[config.mk]
export PLATFORM = sky130hd
export DESIGN_NAME = ppfl_front
export DESIGN_NICKNAME = d
export VERILOG_FILES = /design/src/rtl/ppfl_pkg.sv /design/src/rtl/ppfl_front.sv
export SDC_FILE = /design/constraint.sdc
export NUM_CORES = 1
export LEC_CHECK = 0
export BUFFER_PORTS_ARGS = -buffer_cell sky130_fd_sc_hd__buf_2
export CORE_MARGIN = 10
export CORE_UTILIZATION = 42
export DETAILED_ROUTE_END_ITERATION = 7
export PLACE_DENSITY = 0.81
export SLEW_MARGIN = 10
export SYNTH_ARGS = -nofsm -noshare
export SYNTH_HDL_FRONTEND = slang
export SYNTH_SLANG_ARGS = --single-unit
[constraint.sdc]
create_clock -name vclk -period 2.23
set_input_delay 0.223 -clock vclk [all_inputs]
set_output_delay 0.223 -clock vclk [all_outputs]
set_load 0.05 [all_outputs]
[src/rtl/ppfl_pkg.sv]
package ppfl_pkg;

    // Default sizes, handed to the top level parameters
    localparam int NUM_CPUS_DEF   = 8;
    localparam int MAX_PAGES_DEF  = 32768;
    localparam int PAGE_SHIFT_DEF = 12;

    // Field widths fixed by the interface
    localparam int CPU_FIELD_W = 3;
    localparam int ADDR_W      = 32;
    localparam int LINK_W      = 16;
    localparam int COUNT_W     = 16;
    localparam int FIRST_W     = 20;
    localparam int END_W       = 21;

    // Head value of an empty list
    localparam logic [LINK_W-1:0] EMPTY_MARK = 16'hFFFF;

    // Reset values of the configuration registers
    localparam logic [FIRST_W-1:0] FIRST_PAGE_RST = 20'd524288;
    localparam logic [END_W-1:0]   END_PAGE_RST   = 21'd557056;

    // Configuration register indexes
    localparam logic CFG_FIRST_PAGE = 1'b0;
    localparam logic CFG_END_PAGE   = 1'b1;

    // Request opcodes
    localparam logic OP_FREE  = 1'b0;
    localparam logic OP_ALLOC = 1'b1;

    // Command queue depth
    localparam int Q_DEPTH = 2;
    localparam int Q_PTR_W = 1;
    localparam int Q_CNT_W = 2;

    typedef enum logic [1:0] {
        ST_OK    = 2'd0,
        ST_EMPTY = 2'd1,
        ST_BAD   = 2'd2
    } status_t;

    // What the front end decided about a request
    typedef enum logic [2:0] {
        K_PUSH        = 3'd0,
        K_POP         = 3'd1,
        K_BAD_FREE    = 3'd2,
        K_NOCPU_FREE  = 3'd3,
        K_NOCPU_ALLOC = 3'd4
    } kind_t;

    typedef enum logic {
        BK_IDLE = 1'b0,
        BK_POP  = 1'b1
    } bstate_t;

    typedef struct packed {
        logic                   op;
        logic [CPU_FIELD_W-1:0] cpu;
        logic [ADDR_W-1:0]      address;
    } req_t;

    typedef struct packed {
        status_t            status;
        logic [ADDR_W-1:0]  page_address;
        logic [COUNT_W-1:0] free_count;
    } rsp_t;

    typedef struct packed {
        kind_t                  kind;
        logic [CPU_FIELD_W-1:0] cpu;
        logic [LINK_W-1:0]      offset;
    } qent_t;

endpackage

[src/rtl/ppfl_front.sv]
module ppfl_front #(
    parameter int NUM_CPUS   = ppfl_pkg::NUM_CPUS_DEF,
    parameter int MAX_PAGES  = ppfl_pkg::MAX_PAGES_DEF,
    parameter int PAGE_SHIFT = ppfl_pkg::PAGE_SHIFT_DEF
) (
    input  logic                          req_valid,
    input  ppfl_pkg::req_t                req,
    output logic                          req_stall,
    input  logic [ppfl_pkg::FIRST_W-1:0]  first_page,
    input  logic [ppfl_pkg::END_W-1:0]    end_page,
    output logic                          q_push,
    output ppfl_pkg::qent_t               q_ent,
    input  logic                          q_ready
);

    localparam int CMP_W = ppfl_pkg::ADDR_W + 1;
    localparam int CPUC_W = 7;

    logic             aligned;
    logic [CMP_W-1:0] page;
    logic [CMP_W-1:0] first_ext;
    logic [CMP_W-1:0] end_ext;
    logic [CMP_W-1:0] offset_full;
    logic             in_window;
    logic             cpu_ok;

    // Address checks for a free: alignment and page window
    assign aligned     = (req.address & ((ppfl_pkg::ADDR_W)'(1) << PAGE_SHIFT) - 1'b1) == '0;
    assign page        = CMP_W'(req.address >> PAGE_SHIFT);
    assign first_ext   = CMP_W'(first_page);
    assign end_ext     = CMP_W'(end_page);
    assign offset_full = page - first_ext;
    assign in_window   = aligned && (page >= first_ext) && (page < end_ext)
                         && (offset_full < CMP_W'(MAX_PAGES));
    assign cpu_ok      = CPUC_W'(req.cpu) < CPUC_W'(NUM_CPUS);

    // Classify the request
    always_comb
    begin
        q_ent.cpu    = req.cpu;
        q_ent.offset = offset_full[ppfl_pkg::LINK_W-1:0];
        if (!cpu_ok)
        begin
            q_ent.kind = (req.op == ppfl_pkg::OP_ALLOC) ? ppfl_pkg::K_NOCPU_ALLOC
                                                        : ppfl_pkg::K_NOCPU_FREE;
        end
        else if (req.op == ppfl_pkg::OP_ALLOC)
        begin
            q_ent.kind = ppfl_pkg::K_POP;
        end
        else if (in_window)
        begin
            q_ent.kind = ppfl_pkg::K_PUSH;
        end
        else
        begin
            q_ent.kind = ppfl_pkg::K_BAD_FREE;
        end
    end

    assign q_push    = req_valid && q_ready;
    assign req_stall = !q_ready;

endmodule

## Word level (Yosys, flattened, before mapping)

Index checks and enable logic that the tools add are counted.

- Input port bits: 79
- Flip-flop bits (word level): 0
- Word-level logic and storage cells: 12
- Output and inout bits: 24

- $lt $le $gt $ge: 3
- Multiplexer cells: 2
- Reductions and logical operators: 6
- Add/subtract/negate cells: 1

Operator list:

| kind | number |
|---|---|
| $lt A33 B16 Y1 const B | 1 |
| $logic_not A32 Y1 | 1 |
| $lt A20 B21 Y1 | 1 |
| $sub A20 B20 Y21 | 1 |
| $ge A20 B20 Y1 | 1 |
| $logic_and A1 B1 Y1 | 4 |
| $mux W3 | 1 |
| $mux W2 | 1 |
| $logic_not A1 Y1 | 1 |

## Logic depth before layout (Yosys ltp)

- Word-level depth: 6
- Depth in mapped cells: 10
- Depth with buffers taken out: 10

## Least setup slack after synthesis

Ideal clock, no wire load.

- Path type: input-to-output
- Start point: input req[12] (netlist bit)
- End point: output q_ent[20] (netlist bit)
- Stages on the path: 10
- Setup slack: -611 ps
- Buffers on the path: 0
- Required time: 2007 ps
- Data arrival time: 2618 ps
- Cell sequence: inv_1 ha_1 fa_1 nor2b_1 o2111ai_1 a21oi_2 nor4bb_2 or4_1 o311a_1 a41oi_2

RTL lines:

| item | line | text |
|---|---|---|
| start: declaration | ppfl_front.sv:7 | `input ppfl_pkg::req_t req,` |
| end: declaration | ppfl_front.sv:12 | `output ppfl_pkg::qent_t q_ent,` |

==> out/metrics.yaml <==
outcome:
  outcome: "finished, violations left"
  violations: "negative setup slack"
sta:
  finalCriticalPeriod_ps: 2830
  final.period_utilization_pct: 127
  max_freq_mhz: 353
  rsz0062_at_grt: "true"
  setup_ws_ps: -605
  hold_violations: 0
  slew_headroom_pct: 61.0
  setup_viol: 8
  slew_violations: 0
  worstMarginPinSlew_ps: 580
setup_path:
  crit_top_cell: "nor2_1"
  critPathBufInv: 4
  cp_cell_sequence: "buf_2, inv_1, ha_4, o21ai_0, nor2_1, buf_4, nor2_1, a21boi_0, o31ai_1, o211ai_2, a41oi_4, buf_6"
  max_stage_delay_ps: 450
  critPathTopFamily: "compound AO/OA/AOI/OAI gates"
  cp.arrival_ps: 2610
  required_ps: 2010
  start_kind: "primary input"
  worstPathMaxFanout: 3
  worst_path_max_delay_cell: "o31ai_1"
  endpoint_kind: "primary output"
  crit_type: "in -> out"
floorplanning:
  io_pins: 103
  initial_core_util_pct: 43.7
  dieHeight_um: 84.5
  dieArea_um2: 7140
  die_w_um: 84.5
  core_um2: 4000
  rows: 23
run:
  drv_cap: 0
layout:
  drive_above_1_share_pct: 56.9
  area_delta_synth_final_pct: 97.9
  fillers: 202
  fin_nets: 543
  clkbuf_count: 0
  seq_area_um2: 0
  seq_cells: 0
  diodes: 0
synth:
  synthCells: 252
  syn_area_per_cell_um2: 6.94
  seq_area_frac_synth_pct: 0
  syn_nets: 371
  synthDistinctLibCells: 50
  yosys_warnings: 0
  syn_area_um2: 1750
place:
  place.gp.congestion: 0.876
  pre_cts_ws_ps: -582
  port_buffers: 96
  place.detailed.hpwl_um: 5680
global_route:
  grt_max_degree: 9
  grtUsageTotal_pct: 18.5
  gr-total-overflow: 0
  grt_pass1_vias: 2723
  grt_pass1_wl_um: 11800
  antenna_found_initial: 0
drt:
  wl_per_cell_um: 20.5
  via_per_inst: 5.85
  drcViolationCount: 0
  ant_nets: 0
  wl_um: 9660
  vias: 2762
  drt_iter0_markers: 333
  drt_first_pass_iters: 5
clock_tree:
  hold_buffers: 0
pwr:
  power_density_nw_per_um2: 363
  p_total_uw: 1260
  vdd_drop_max_v: 0.000251
  p_leak_uw: 0.00183
min_path:
  min_path_type: "in -> out"
-- final cells by class --
| type | count | area (um^2) | area share (%) |
|---|---|---|---|
| timing repair buffer | 178 | 1220 | 35.2 |
| multi-input combinational | 199 | 2000 | 57.7 |
| inverter | 45 | 181 | 5.25 |
| tap | 50 | 62.6 | 1.81 |
-- repair_timing --
item / CTS / global route
setup endpoints to repair: 8 / 9
gates resized for setup: 42 / 56
setup buffers: 7 / 6
pin swaps: 23 / 22
-- worst paths after layout --
kind / start / to / slack [ps] / depth (start not counted)
min: req[32] / q_ent[16] / 450 / 0
max: first_page[7] / q_ent[20] / -600 / 12
-- per-layer routing --
layer  share of wire [%]  track usage (%)  vias up
li1                    -                -     1235
met1                  36             20.2     1253
met2                  49             34.6      213
met3                  10             4.64       61
met4                 4.9             3.74        0
met5                   0                0        -
-- cell usage in the layout (no fill, tap or decap), drive strengths merged, types with 5 or more instances in the layout --
cell and instances:
nor3 6, o21ai 10, buf 178, inv 45, nand4 6, xnor2 8
o21a 7, a211oi 5, nand2 13, ha 39, a21o 12, nand3 7
nor2 21, a21oi 15
-- report_power, final --
part | internal, uW | switching, uW | leakage, uW
sequential | 0 | 0 | 0
clock | 0 | 0 | 0
combinational | 541 | 716 | 0.00183
-- cell usage after synthesis, types with 2 or more instances --
library cell / number / area (um^2)
inv_1: 45 / 169
ha_1: 39 / 488
nor2_1: 21 / 78.8
a21oi_1: 14 / 70.1
nand2_1: 13 / 48.8
a21o_1: 12 / 90.1
o21ai_0: 10 / 50.1
xnor2_1: 8 / 70.1
nand3_1: 7 / 35.0
o21a_1: 7 / 52.6
buf_4: 6 / 45.0
nand4_1: 6 / 37.5
nor3_1: 6 / 30.0
a211oi_1: 4 / 30.0
a21boi_0: 4 / 30.0
xor2_1: 4 / 35.0
nor2b_1: 3 / 18.8
nor4_1: 3 / 18.8
a31oi_1: 2 / 12.5
and3_1: 2 / 12.5
nand2b_1: 2 / 12.5
o2111ai_1: 2 / 17.5
o311a_1: 2 / 20.0
o31ai_1: 2 / 15.0
or2_2: 2 / 12.5
or4_1: 2 / 15.0
-- cell families (layout without fill, tap and decap cells) --
logic type	after synthesis	in the layout	share of synthesized area, %
compound gates	70	70	29.1
xor+xnor	12	12	6.01
fa+ha+maj	40	40	29.1
buf+inv	53	223	12.7
mux	1	1	0.644
other cells	1	1	0.215
simple gates	75	75	22.2
-- stage by stage --
step	setup TNS, ps	hold slack (ps)	utilization [%]	instances	instance area (um^2)
2_1_floorplan	-928	500	-	252	1870
3_3_place_gp	-2050	447	72.8	464	2910
3_5_place_dp	-2350	447	72.8	464	2910
4_1_cts	-1260	447	78.6	470	3150
5_1_grt	-2270	446	86.5	472	3460
6_report	-1940	446	86.5	472	3460
Note: power is estimated with default switching activity, not from simulation.
