## src/rtl/ppfl_pkg.sv

```systemverilog
package ppfl_pkg;

    // Default sizes, handed to the top level parameters
    localparam int NUM_CPUS_DEF   = 8;
    localparam int MAX_PAGES_DEF  = 32768;
    localparam int PAGE_SHIFT_DEF = 12;

    // Field widths fixed by the interface
    localparam int CPU_FIELD_W = 3;
    localparam int ADDR_W      = 32;
    localparam int LINK_W      = 16;
    localparam int COUNT_W     = 16;
    localparam int FIRST_W     = 20;
    localparam int END_W       = 21;

    // Head value of an empty list
    localparam logic [LINK_W-1:0] EMPTY_MARK = 16'hFFFF;

    // Reset values of the configuration registers
    localparam logic [FIRST_W-1:0] FIRST_PAGE_RST = 20'd524288;
    localparam logic [END_W-1:0]   END_PAGE_RST   = 21'd557056;

    // Configuration register indexes
    localparam logic CFG_FIRST_PAGE = 1'b0;
    localparam logic CFG_END_PAGE   = 1'b1;

    // Request opcodes
    localparam logic OP_FREE  = 1'b0;
    localparam logic OP_ALLOC = 1'b1;

    // Command queue depth
    localparam int Q_DEPTH = 2;
    localparam int Q_PTR_W = 1;
    localparam int Q_CNT_W = 2;

    typedef enum logic [1:0] {
        ST_OK    = 2'd0,
        ST_EMPTY = 2'd1,
        ST_BAD   = 2'd2
    } status_t;

    // What the front end decided about a request
    typedef enum logic [2:0] {
        K_PUSH        = 3'd0,
        K_POP         = 3'd1,
        K_BAD_FREE    = 3'd2,
        K_NOCPU_FREE  = 3'd3,
        K_NOCPU_ALLOC = 3'd4
    } kind_t;

    typedef enum logic {
        BK_IDLE = 1'b0,
        BK_POP  = 1'b1
    } bstate_t;

    typedef struct packed {
        logic                   op;
        logic [CPU_FIELD_W-1:0] cpu;
        logic [ADDR_W-1:0]      address;
    } req_t;

    typedef struct packed {
        status_t            status;
        logic [ADDR_W-1:0]  page_address;
        logic [COUNT_W-1:0] free_count;
    } rsp_t;

    typedef struct packed {
        kind_t                  kind;
        logic [CPU_FIELD_W-1:0] cpu;
        logic [LINK_W-1:0]      offset;
    } qent_t;

endpackage

```

## src/rtl/ppfl_queue.sv

```systemverilog
module ppfl_queue (
    input  logic            clk,
    input  logic            rst_n,
    input  logic            push,
    input  ppfl_pkg::qent_t push_ent,
    output logic            ready,
    output logic            valid,
    output ppfl_pkg::qent_t head_ent,
    input  logic            pop
);

    ppfl_pkg::qent_t                 slot_reg [ppfl_pkg::Q_DEPTH];
    logic [ppfl_pkg::Q_PTR_W-1:0]    wr_ptr_reg;
    logic [ppfl_pkg::Q_PTR_W-1:0]    wr_ptr_next;
    logic [ppfl_pkg::Q_PTR_W-1:0]    rd_ptr_reg;
    logic [ppfl_pkg::Q_PTR_W-1:0]    rd_ptr_next;
    logic [ppfl_pkg::Q_CNT_W-1:0]    cnt_reg;
    logic [ppfl_pkg::Q_CNT_W-1:0]    cnt_next;
    logic                            do_push;
    logic                            do_pop;

    assign ready    = cnt_reg != ppfl_pkg::Q_CNT_W'(ppfl_pkg::Q_DEPTH);
    assign valid    = cnt_reg != '0;
    assign head_ent = slot_reg[rd_ptr_reg];
    assign do_push  = push && ready;
    assign do_pop   = pop && valid;

    // Pointer and fill bookkeeping
    always_comb
    begin
        wr_ptr_next = do_push ? wr_ptr_reg + 1'b1 : wr_ptr_reg;
        rd_ptr_next = do_pop ? rd_ptr_reg + 1'b1 : rd_ptr_reg;
        cnt_next    = cnt_reg;
        if (do_push && !do_pop)
        begin
            cnt_next = cnt_reg + 1'b1;
        end
        else if (do_pop && !do_push)
        begin
            cnt_next = cnt_reg - 1'b1;
        end
    end

    always_ff @(posedge clk or negedge rst_n)
    begin
        if (!rst_n)
        begin
            wr_ptr_reg <= '0;
            rd_ptr_reg <= '0;
            cnt_reg    <= '0;
        end
        else
        begin
            wr_ptr_reg <= wr_ptr_next;
            rd_ptr_reg <= rd_ptr_next;
            cnt_reg    <= cnt_next;
        end
    end

    // Entry storage
    always_ff @(posedge clk)
    begin
        if (do_push)
        begin
            slot_reg[wr_ptr_reg] <= push_ent;
        end
    end

endmodule

```

## config.mk

```make
export PLATFORM = sky130hd
export DESIGN_NAME = ppfl_queue
export DESIGN_NICKNAME = d
export VERILOG_FILES = /design/src/rtl/ppfl_pkg.sv /design/src/rtl/ppfl_queue.sv
export SDC_FILE = /design/constraint.sdc
export NUM_CORES = 1
export LEC_CHECK = 0
export ABC_AREA = 1
export BUFFER_PORTS_ARGS = -buffer_cell sky130_fd_sc_hd__buf_2
export CAP_MARGIN = 10
export CORE_MARGIN = 2
export CORE_UTILIZATION = 40
export DETAILED_ROUTE_END_ITERATION = 10
export SLEW_MARGIN = 20
export SYNTH_ARGS = -nofsm -noshare
export SYNTH_HDL_FRONTEND = slang
export SYNTH_SLANG_ARGS = --single-unit
```

## constraint.sdc

```tcl
create_clock -name clk -period 6.35 [get_ports clk]
set_clock_uncertainty 0.1 [all_clocks]
set_input_delay 0.635 -clock clk [delete_from_list [all_inputs] [get_ports clk]]
set_output_delay 0.635 -clock clk [all_outputs]
set_load 0.1 [all_outputs]
```

# == After elaboration in Yosys (flattened, before gate mapping) ==
# Memory sizes are Yosys's and may differ from the RTL's.
# Index checks and enable logic that the tools add are counted.
# word_totals
reg_bits,4
ramBits,44
input_bits,26
output_inout_bits,24
wordCells,21
n_memories,1
# memory_table
memory,depth,word_bits,read_ports,rd_clocked_by_memory_dff,wr,line,text
slot_reg,2,22,1,0,1,ppfl_queue.sv:12,ppfl_pkg::qent_t slot_reg [ppfl_pkg::Q_DEPTH];
# classes
addsub,4
n_eq_ne,1
n_mux,4
reduce_logical,8
# op_table
operator,count
1-bit logical AND,4
2-bit 2-to-1 mux,2
2-bit nonzero test,2
"1-bit adder, second input constant",2
"2-bit by 1-bit adder with 2-bit output, second input constant",1
1-bit logical NOT,2
1-bit 2-to-1 mux,2
"2-bit != test, second input constant",1
"2-bit by 1-bit subtractor with 2-bit output, second input constant",1

# == Longest topological paths before layout ==
# depth
word_depth,6
depth_mapped,10
mapped_depth_nobuf,10

# == Least setup slack after synthesis ==
# OpenSTA, ideal clock, no wires.
# synth_path
path_kind,register to register
startpoint,register cnt_reg[0] (netlist name)
endpoint,memory slot_reg[0][0] (netlist name) (enable)
setup_time_ns,0.401
arrival_ns,2.345
required_ns,5.849
path_slack_ns,3.504
path_stages_with_launch,5
path_buffers,0
period_less_slack_ns,2.846
cell_sequence,dfrtp_1 inv_1 nand2_1 nand2_1 nor2_1
# synth_between
elab_chain_cells,4
# synth_lines
element,line,text
"start, declared",ppfl_queue.sv:17,logic [ppfl_pkg::Q_CNT_W-1:0] cnt_reg;
"start signal, assigned",ppfl_queue.sv:56,cnt_reg <= cnt_next;
2-bit != test,ppfl_queue.sv:22,assign ready = cnt_reg != ppfl_pkg::Q_CNT_W'(ppfl_pkg::Q_DEPTH);
via ready,ppfl_queue.sv:6,"output logic ready,"
1-bit logical AND,ppfl_queue.sv:25,assign do_push = push && ready;
1-bit 2-to-1 mux,ppfl_queue.sv:63,if (do_push)
1-bit 2-to-1 mux (implied by the code),ppfl_queue.sv:65,slot_reg[wr_ptr_reg] <= push_ent;
"end, declared",ppfl_queue.sv:12,
# The timed path passes the listed nets, and every way through them passes these cells.

==> Implementation_results.wiki <==
{| class="wikitable"
! Metric !! Value
|-
| Synth Register Bits || 48
|-
| Die Y-Extent || 71.53 um
|-
| Final worst setup slack || 3540 ps
|-
| Worst Hold Class || in2async
|-
| Tightest slew margin relative to the limit || 46.84%
|-
| Result of the run || finished, final reports clean
|-
| Latest clock arrival within the worst-skew pair || 300 ps
|-
| Final hold viol count || 0
|-
| Via density per instance || 4.593
|-
| Xor/xnor share of the synthesized area || 0.9602%
|-
| Full die area || 5117 um2
|-
| Post-synthesis sequential area ratio || 77.91%
|-
| Leftover overflow at the end of global routing || 0
|-
| Number of cells produced by synthesis || 143
|-
| Post-placement setup slack || 3858 ps
|-
| Clock tree buffer depth || 2
|-
| Post-DP HPWL || 2.177 mm
|-
| Cell seen most often among critical-path stages || nand2_1
|-
| Number of remaining DRC errors || 0
|-
| Postcts setup bufs || 0
|-
| Post-cts hold buffer count || 0
|-
| Clock root cell || clkbuf_8
|-
| Commonest non-fill, non-tap cell in the layout || nand2_1
|-
| Bufs and invs on worst path || 2
|-
| H-Tree Depth || 2
|-
| Total inserted antenna cells || 0
|-
| Flip-flop count of the largest register, all copies and words added || 44
|-
| Number of nets in the synthesized netlist || 170
|-
| Minimum setup slack among reg-to-reg paths || 4550 ps
|-
| Final-layout worst hold slack || 27.20 ps
|-
| Element type at the critical path end || output port
|-
| Transition at the pin with the smallest max-transition slack || 797.5 ps
|-
| Setup-violating endpoint count in the final report || 0
|-
| Category of the most critical setup path || reg2out
|-
| Most used cells in the layout excluding fill and tap cells || 76 x nand2_1, 49 x buf_2, 44 x edfxtp_1, 6 x inv_1, 6 x clkbuf_8
|-
| Largest net degree at the start of global routing || 25
|-
| Dominant combinational cell family by area after synthesis || simple AND/OR/NAND/NOR gates
|-
| Number of global-route vias before repair || 1205
|-
| Clock tree from TritonCTS || yes
|-
| RSZ-0062 raised after global routing || no
|-
| Setup_tns || 0 ps
|-
| Mean routed wirelength per cell || 13.33 um
|-
| Via count || 1139
|-
| Effective utilization at floorplan || 41.61%
|-
| Crit path arrival time || 2070 ps
|-
| Number of clock buffers inserted by TritonCTS || 5
|-
| Final std cells w/o fill || 248
|-
| Clock sink count || 48
|-
| Clock transition at the register clock pins on the worst setup and hold paths after CTS || 90 ps
|-
| Proportion of layout cells with a drive suffix above 1 || 30.61%
|-
| Global-route wire length before repair || 5.264 mm
|-
| Max Fclk || 355.9 MHz
|-
| Cell with the biggest individual delay on the critical path || dfrtp_1
|-
| Fraction of the mapped netlist area in compound gates || 0%
|-
| Global routing usage summed across all routing layers || 13.85%
|-
| GP Congestion || 0.6462
|-
| Critical path's largest stage delay || 690 ps
|-
| Crit start category || flop
|-
| Worst path top cell family by delay || buffers and inverters
|-
| Area grow syn2layout || 20.85%
|-
| Required time reported for the critical path endpoint || 5610 ps
|-
| Number of core rows || 24
|-
| Sum of routed wire length over all layers || 3.305 mm
|-
| Number of nets at the end of the flow || 222
|-
| Horizontal extent of the die || 71.53 um
|-
| Fin crit period || 2810 ps
|-
| Number of max-cap violations || 0
|-
| PortBufs || 49
|-
| Ys Warns || 0
|-
| Number of DRC violations after detailed-routing iteration 0 || 48
|-
| Count of cells resized by post-cts repair || 0
|-
| Final clock period utilization by the worst path || 44.25%
|-
| CP max FO || 24
|-
| Max Slew Vio Count || 0
|-
| Area of the placeable core || 4384 um2
|-
| First-pass detailed-route iteration total || 4
|-
| Cell variety after synth || 13
|-
| Cells along the critical path || inv_2 > nand2_1 > nand2_1 > buf_2
|-
| Post-Place Cells || 240
|-
| Number of antenna violations at the first check in global routing || 0
|-
| Synth Area in Simple Gates || 16.94%
|-
| Number of top-level pins || 50
|-
| Post-synth design cell area || 1824 um2
|-
| Multiplexer fraction of the synthesized cell area || 0%
|-
| Detail Route Antenna Nets || 0
|-
| Avg Cell Area, Syn || 12.76 um2
|-
| Share of synthesized cell area in full adder, half adder and majority cells || 0.6859%
|}
==> worst register-to-register path, cell delays in order, from the launching register on <==
cell and delay [ps]:
dfrtp_1 400, inv_1 90, nand2_1 80, nand2_1 180, nor2_4 580
==> routing by layer <==
layer / up-vias / share of wire [%] / GRT usage [%]
li1: 572 / - / -
met3: 7 / 5.0 / 3.516
met1: 523 / 41 / 15.25
met2: 37 / 51 / 24.49
met4: 0 / 2.1 / 7.338
met5: - / 0 / 0
==> cells by family (layout without fill, tap and decap cells) <==
| group | after synthesis | count (layout) |
|---|---|---|
| fa+ha+maj | 1 | 1 |
| flops | 48 | 48 |
| simple gates | 81 | 81 |
| xor+xnor | 2 | 2 |
| buf+inv | 11 | 64 |
==> worst paths after layout <==
| kind | end | depth (start not counted) | start |
|---|---|---|---|
| setup reg to reg | slot_reg[0][8] | 4 | cnt_reg[0] |
| hold reg to reg | cnt_reg[0] | 1 | cnt_reg[0] |
| setup / recovery | head_ent[3] | 4 | rd_ptr_reg |
| hold / removal | cnt_reg[1] | 1 | rst_n |
| max in group asynchronous | wr_ptr_reg | 1 | rst_n |
| min in group clk | cnt_reg[0] | 1 | cnt_reg[0] |
==> final cells by class <==
type	count	area, um2
repair buffers	49	245.2
clock inverters	2	10.01
well taps	52	65.06
clock buffers	6	82.58
multi-input cells	84	354.1
flip-flops and latches	48	1421
fillers	399	2180
inverters	7	26.28
==> synthesized netlist by cell type <==
cell / instances / area [um2]
nand2_1: 76 / 285.3
xnor2_1: 1 / 8.760
nand3_1: 2 / 10.01
inv_1: 6 / 22.52
nor2_1: 2 / 7.510
inv_2: 1 / 3.750
nand4_1: 1 / 6.260
xor2_1: 1 / 8.760
ha_1: 1 / 12.51
buf_6: 2 / 22.52
dfrtp_1: 4 / 100.1
buf_4: 2 / 15.01
edfxtp_1: 44 / 1321
==> stage by stage <==
| stage | util (%) | instance area, um2 |
|---|---|---|
| after CTS | 50.06 | 2195 |
| after detailed placement | 47.95 | 2102 |
| after global routing | 50.29 | 2205 |
| final | 50.29 | 2205 |
| after floorplan | - | 1824 |
| after global placement | 47.95 | 2102 |
Power is left out: the tool's default activity adds up to more than one toggle a clock period on the data nets, which glitch-free logic cannot reach.
